File: src/rtl/core/bfm_pkg.sv
`timescale 1ns / 1ps
`default_nettype none

package bfm_pkg;

  // Defaults for the top-level parameters
  localparam int unsigned STORE_BYTES_DEF = 1024;
  localparam int unsigned HASH_COUNT_DEF  = 4;

  localparam int unsigned WORD_W  = 32;
  localparam int unsigned OP_W    = 2;
  localparam int unsigned CFG_W   = 11;
  localparam int unsigned BYTE_W  = 8;
  localparam int unsigned BIT_SEL_W = 3;
  localparam int unsigned APB_AW  = 3;
  localparam int unsigned APB_DW  = 32;

  localparam logic [CFG_W-1:0] BITMAP_BYTES_RST = 11'd1024;

  // Operation codes
  localparam logic [OP_W-1:0] OP_LOOKUP = 2'd0;
  localparam logic [OP_W-1:0] OP_INSERT = 2'd1;
  localparam logic [OP_W-1:0] OP_CLEAR  = 2'd2;

  // Register index, taken from paddr[2]
  localparam logic REG_BITMAP_BYTES = 1'b0;

  // Remainder unit: radix-16 restoring reduction, one digit per cycle
  localparam int unsigned DIGIT_W     = 4;
  localparam int unsigned DIGITS      = WORD_W / DIGIT_W;
  localparam int unsigned DIGIT_CNT_W = $clog2(DIGITS);

endpackage

`default_nettype wire

File: src/rtl/core/bfm_rem_unit.sv
`timescale 1ns / 1ps
`default_nettype none

// Remainder of a 32-bit dividend by a runtime divisor, four quotient bits
// per cycle. done pulses while rem first shows the final remainder; rem then holds.
module bfm_rem_unit #(
  parameter int unsigned RW = 11
) (
  input  wire logic                      clk,
  input  wire logic                      rst_n,
  input  wire logic                      start,
  input  wire logic [bfm_pkg::WORD_W-1:0] dividend,
  input  wire logic [RW-1:0]             divisor,
  output logic                           done,
  output logic [RW-1:0]                  rem
);

  logic                              active_r;
  logic                              done_r;
  logic [bfm_pkg::DIGIT_CNT_W-1:0]   cnt_r;
  logic [bfm_pkg::WORD_W-1:0]        q_r;
  logic [RW-1:0]                     r_r;
  logic [RW-1:0]                     r_nxt;
  logic [RW:0]                       acc;

  // r stays below divisor, so each shifted partial fits in RW+1 bits
  always_comb begin
    acc = {1'b0, r_r};
    for (int i = 0; i < int'(bfm_pkg::DIGIT_W); i++) begin
      acc = {acc[RW-1:0], q_r[bfm_pkg::WORD_W-1-i]};
      if (acc >= {1'b0, divisor}) begin
        acc = acc - {1'b0, divisor};
      end
    end
    r_nxt = acc[RW-1:0];
  end

  always_ff @(posedge clk) begin
    if (!rst_n) begin
      active_r <= 1'b0;
      done_r   <= 1'b0;
      cnt_r    <= '0;
    end else begin
      done_r <= 1'b0;
      if (start) begin
        active_r <= 1'b1;
        cnt_r    <= '0;
      end else if (active_r) begin
        cnt_r <= cnt_r + 1'b1;
        if (cnt_r == bfm_pkg::DIGIT_CNT_W'(bfm_pkg::DIGITS - 1)) begin
          active_r <= 1'b0;
          done_r   <= 1'b1;
        end
      end
    end
  end

  always_ff @(posedge clk) begin
    if (start) begin
      q_r <= dividend;
      r_r <= '0;
    end else if (active_r) begin
      q_r <= q_r << bfm_pkg::DIGIT_W;
      r_r <= r_nxt;
    end
  end

  assign done = done_r;
  assign rem  = r_r;

endmodule

`default_nettype wire

File: config.mk
export PLATFORM = sky130hd
export DESIGN_NAME = bfm_rem_unit
export DESIGN_NICKNAME = d
export VERILOG_FILES = /design/src/rtl/core/bfm_pkg.sv /design/src/rtl/core/bfm_rem_unit.sv
export SDC_FILE = /design/constraint.sdc
export NUM_CORES = 1
export LEC_CHECK = 0
export BUFFER_PORTS_ARGS = -buffer_cell sky130_fd_sc_hd__buf_2
export CAP_MARGIN = 10
export CORE_UTILIZATION = 60
export CTS_CLUSTER_DIAMETER = 120
export DETAILED_ROUTE_END_ITERATION = 10
export PLACE_DENSITY = 0.9
export SLEW_MARGIN = 30
export SYNTH_ARGS = -nofsm -noshare
export SYNTH_HDL_FRONTEND = slang
export SYNTH_SLANG_ARGS = --single-unit
File: constraint.sdc
create_clock -name clk -period 16.2 [get_ports clk]
set_clock_uncertainty 0.1 [all_clocks]
set_input_delay 1.62 -clock clk [delete_from_list [all_inputs] [get_ports clk]]
set_output_delay 1.62 -clock clk [all_outputs]
set_load 0.02 [all_outputs]
# == Word-level counts from Yosys, hierarchy flattened ==
# Index checks and enable logic that the tools add are counted.
# classes
order_cmp,4
muxes,10
n_bitwise,2
n_eq_ne,1
n_reduce_logical,3
n_addsub,5
# ops
cell,count
two-way mux 32 bit,2
>= comparator 12 x 11 -> 1 bit,4
two-way mux 11 bit,4
subtractor 11 bit,4
two-way mux 1 bit,4
"adder 3 x 1 -> 3 bit, second input constant",1
"equality test 3 bit, second input constant",1
OR reduction 3 bit,1
NOT 1 bit,2
nonzero test 2 bit,1
OR reduction 2 bit,1
# totals
out_inout_bits,12
wordCells,30
inputBits,46
reg_bits,48

# == Logic depth before layout (Yosys ltp) ==
# depth
ltp_word,8
depth_mapped,40

# == Worst setup path before layout ==
# Ideal clock, no wire load.
# synth_timing
path_type,input-to-reg
from,in divisor[0]
to,reg r_r[8] (netlist: rem[8])
arrival_time_ns,9.777
path_stages,35
setup_ns,0.122
path_slack_ns,6.201
cell_sequence,ha_1 > fa_1 > nand2b_1 > a211oi_2 > o31a_1 > or2_2 > buf_4 > mux2_1 > ha_1 > a21o_1 > a221oi_2 > o21ai_1 > a22o_1 > o21ba_1 > mux2_2 > ha_1 > a21o_1 > a221oi_1 > nand2_1 > a21oi_1 > o21ai_0 > a211oi_4 > clkbuf_1 > mux2_2 > ha_1 > and3_1 > o21ai_1 > a31oi_1 > o221a_1 > o21ai_0 > nor2b_1 > and3_4 > clkbuf_1 > nor4_1 > a221o_1
# synth_via
elab_chain_len,8
elab_cells_between_ends,12
cone_classes,4 x add/sub; 4 x order compare; 4 x mux
# synth_rtl
element,line_no,rtl
from (decl),bfm_rem_unit.sv:13,"input wire logic [RW-1:0] divisor,"
subtractor 11 bit or >= comparator 12 x 11 -> 1 bit (tied branches),"bfm_rem_unit.sv:32, bfm_rem_unit.sv:31",
two-way mux 11 bit,bfm_rem_unit.sv:31,"if (acc >= {1'b0, divisor}) begin"
subtractor 11 bit or >= comparator 12 x 11 -> 1 bit (tied branches),"bfm_rem_unit.sv:32, bfm_rem_unit.sv:31",
two-way mux 11 bit,bfm_rem_unit.sv:31,
subtractor 11 bit or >= comparator 12 x 11 -> 1 bit (tied branches),"bfm_rem_unit.sv:32, bfm_rem_unit.sv:31",
two-way mux 11 bit,bfm_rem_unit.sv:31,
subtractor 11 bit or >= comparator 12 x 11 -> 1 bit (tied branches),"bfm_rem_unit.sv:32, bfm_rem_unit.sv:31",
two-way mux 11 bit (*),bfm_rem_unit.sv:31,
to (signal assigned),bfm_rem_unit.sv:64,r_r <= r_nxt;
to (decl),bfm_rem_unit.sv:22,logic [RW-1:0] r_r;
# Every way passes the cells marked *; elsewhere a longest branch is shown, timed or not.
# A chain may end at the register's enable or synchronous reset.

# == Final worst setup path ==
# layout_timing
from,in divisor[0]
to,reg r_r[2] (netlist: rem[2])
# layout_via
elab_chain_len,8
elab_cells_between_ends,12
cone_classes,4 x add/sub; 4 x order compare; 4 x mux
# layout_rtl
element,line_no
subtractor 11 bit or >= comparator 12 x 11 -> 1 bit (tied branches),"bfm_rem_unit.sv:32, bfm_rem_unit.sv:31"
two-way mux 11 bit,bfm_rem_unit.sv:31
subtractor 11 bit or >= comparator 12 x 11 -> 1 bit (tied branches),"bfm_rem_unit.sv:32, bfm_rem_unit.sv:31"
two-way mux 11 bit,bfm_rem_unit.sv:31
>= comparator 12 x 11 -> 1 bit or subtractor 11 bit (tied branches),"bfm_rem_unit.sv:31, bfm_rem_unit.sv:32"
two-way mux 11 bit,bfm_rem_unit.sv:31
subtractor 11 bit or >= comparator 12 x 11 -> 1 bit (tied branches),"bfm_rem_unit.sv:32, bfm_rem_unit.sv:31"
two-way mux 11 bit (*),bfm_rem_unit.sv:31
# Marked as above.

==> results.md <==
* Non-filler cells, final at 616
* Post-CTS setup buffer count at 0
* Crit Path Max Fanout at 19
* First-pass GRT wire length at 18700 um
* Worst setup EP type: flop
* Hold Crit Start: cnt_r[1]
* Top FF cell, synth: edfxtp_1
* Slew @ Worst Pin at 0.987 ns
* 1st-iter DRT viols at 394
* Fin Hold WS at 0.421 ns
* Dominant cells by area after synthesis: edfxtp_1 (22%), ha_1 (13%), mux2_2 (11%), dfxtp_1 (7.2%), xnor2_1 (3.8%)
* Post-synth top area share at 21.7%
* Crit path kind: in2reg
* Mapped cell area at 4430 sq um
* Async S/R FF share, synth at 0%
* Worst skew pair latency at 0.31 ns
* FF+latch count, synth at 48
* First-pass iteration count of the detailed router at 5
* Placed insts at 608
* Largest net degree at the start of global routing at 42
* Setup_tns at 0 ns
* Startpoint class of the critical path: input pin
* # diodes at 0
* WHS Endpoint: cnt_r[1]
* # H-tree levels at 2
* Syn Nets at 562
* RSZ-0062 raised after global routing: false
* Clk buf depth at 2
* Number of synthesized flops with an enable pin at 32
* Max_cap viols at 0
* Most used routing layer: met2
* Vias in the first global route at 4052
* Cells after synthesis at 466
* Num rows at 30
* CP peak stage delay at 0.79 ns
* GPL Wtd Cong at 0.960
* Routed WL at 11600 um
* Crit path max-delay cell type: o21bai_1
* Routed wire per std cell at 18.9 um
* Grt met2 use at 56.7%
* I/O pin cnt at 58
* Antenna viol nets, final at 0
* Flop-to-flop setup slack at 6.05 ns
* Synth Area in Compound Gates at 19.4%
* Yosys warns at 0
* Antenna violations before repair at 0
* Layout cells sized above 1 at 22.7%
* Clock tree from TritonCTS: built
* Die W at 88.0 um
* HPWL Detailed at 9040 um
* CP arrival at 11.27 ns
* Post-synth cell types at 70
* Final Hold Viols at 0
* # DRC at 0
* Grt total ovfl at 0
* Hold Buf Count CTS at 0
* Final layout net count at 615
* Starting density of the core at 63.5%
* Post-synthesis simple-gate area fraction at 14.9%
* F_max at 0.0895 GHz
* Reg-to-reg endpoint: rem[2]
* Final period util at 69.0%
* Hold depth at 2
* Largest family of logic cells by synthesized area: compound AO/OA/AOI/OAI gates
* Total Routing Usage GR at 31.8%
* Hold WC Path Type: reg2reg
* Post-cts gate resize count at 0
* Core area at 6980 sq um
* Met1 Usage GRT at 36.2%
* Post-synthesis sequential area ratio at 28.9%
* Mux contribution to synthesized area at 12.6%
* Final setup violation count at 0
* Fin crit period at 11.17 ns
* Post-Place Cell Area at 4790 sq um
* Vias at 3972
* Synth Area in Adders at 14.8%
* CP Data Required Time at 16.30 ns
* Die area at 7740 sq um
* Synth Area in XOR/XNOR at 5.33%
* R2R depth at 33
* Die Ht at 88.0 um
* Vias/cell at 6.45
* Area growth syn-to-layout at 11.1%
* Clock Tree Root: clkbuf_8
* # clock sinks at 48
* Cell area after layout at 4930 sq um
* Area leader, netlist: edfxtp_1
* Worst relative slew slack at 34.0%
* Synthesized area per cell at 9.52 sq um
* R2r startpoint: q_r[31]
* Port Buffers at 57
* Top cell by count, worst path: ha_1
* Status: complete, no violations
* Worst-path clk slew at 0.09 ns
* Total CTS buffers at 5
* Slew Viols, Final at 0
* Met3 GRT Util at 5.66%
registers in the layout, indices dropped and copies added, names as in the netlist:
name	count
rem	11
done	1
q_r	32
cnt_r	3
active_r	1
through the flow:
| step | setup slack, ns | utilization [%] |
|---|---|---|
| 3_3_place_gp | 5.17 | 68.6 |
| 5_1_grt | 4.49 | 70.6 |
| 3_5_place_dp | 4.91 | 68.6 |
| 2_1_floorplan | 6.20 | - |
| 4_1_cts | 5.18 | 70.6 |
| 6_report | 5.03 | 70.6 |
per-layer routing:
layer / share of wire (%) / vias to the layer above
met2: 48 / 208
li1: - / 1856
met3: 7.9 / 59
met5: 0 / -
met4: 4.9 / 0
met1: 39 / 1849
cells in the final DEF (no fill, tap or decap), types with 4 or more instances in the layout:
cell type	synthesis	final
fa_1	4	4
a211oi_1	6	6
xor2_1	8	8
ha_1	46	46
xnor2_1	19	19
a21oi_1	26	26
edfxtp_1	32	32
or3_1	4	4
dfxtp_1	16	16
nor2b_1	11	11
nand2b_1	6	6
clkbuf_8	0	5
nand2_1	27	27
o21ai_1	5	5
buf_2	1	57
o211ai_1	4	4
o311ai_1	4	4
inv_1	32	32
and3_1	10	10
nand3_1	8	8
a21o_1	11	11
o21ai_0	19	19
a31oi_1	4	4
mux2i_1	5	5
nor3_1	10	10
mux2_2	42	42
nor2_1	26	26
o21a_1	8	8
and2_1	5	5
Yosys cell counts, types with 3 or more instances:
cell      number
ha_1          46
mux2_2        42
edfxtp_1      32
inv_1         32
nand2_1       27
a21oi_1       26
nor2_1        26
o21ai_0       19
xnor2_1       19
dfxtp_1       16
a21o_1        11
nor2b_1       11
and3_1        10
nor3_1        10
nand3_1        8
o21a_1         8
xor2_1         8
a211oi_1       6
nand2b_1       6
and2_1         5
clkbuf_1       5
mux2i_1        5
o21ai_1        5
a31oi_1        4
buf_1          4
fa_1           4
o211ai_1       4
o311ai_1       4
or3_1          4
a221oi_1       3
a22o_1         3
nand4_1        3
nor4_1         3
o31a_1         3
worst max path at each step:
stage,slack (ns),to,from
2_1_floorplan,6.20,rem[8],divisor[0]
3_3_place_gp,5.17,rem[9],divisor[0]
3_5_place_dp,4.91,rem[9],divisor[0]
4_1_cts,5.18,rem[2],divisor[0]
5_1_grt,4.49,rem[2],divisor[0]
6_report,5.03,rem[2],divisor[0]
cell families (layout without fill, tap and decap cells):
group / count (synthesis) / after routing
XOR/XNOR: 27 / 27
flip-flops: 48 / 48
AND/OR/NAND/NOR: 126 / 126
buffers and inverters: 44 / 98
adder cells (fa/ha/maj): 50 / 50
multiplexers: 50 / 50
AO/OA/AOI/OAI: 121 / 121
worst max-delay path: cells and delay by family:
family                   cells  cell delay, ns
AO/OA/AOI/OAI               15            4.35
buffers and inverters        1            0.13
AND/OR/NAND/NOR              9            2.22
adder cells (fa/ha/maj)      5            1.66
multiplexers                 3            1.25
cell type report:
type / count / area (sq um)
Clock inverter: 3 / 68.8
Inverter: 32 / 120
Timing Repair Buffer: 58 / 293
Sequential cell: 48 / 1280
Fill cell: 546 / 2050
Tap cell: 96 / 120
Multi-Input combinational cell: 374 / 2980
Clock buffer: 5 / 68.8
Power is left out: the tool's default activity adds up to more than one toggle a clock period on the data nets, which glitch-free logic cannot reach.
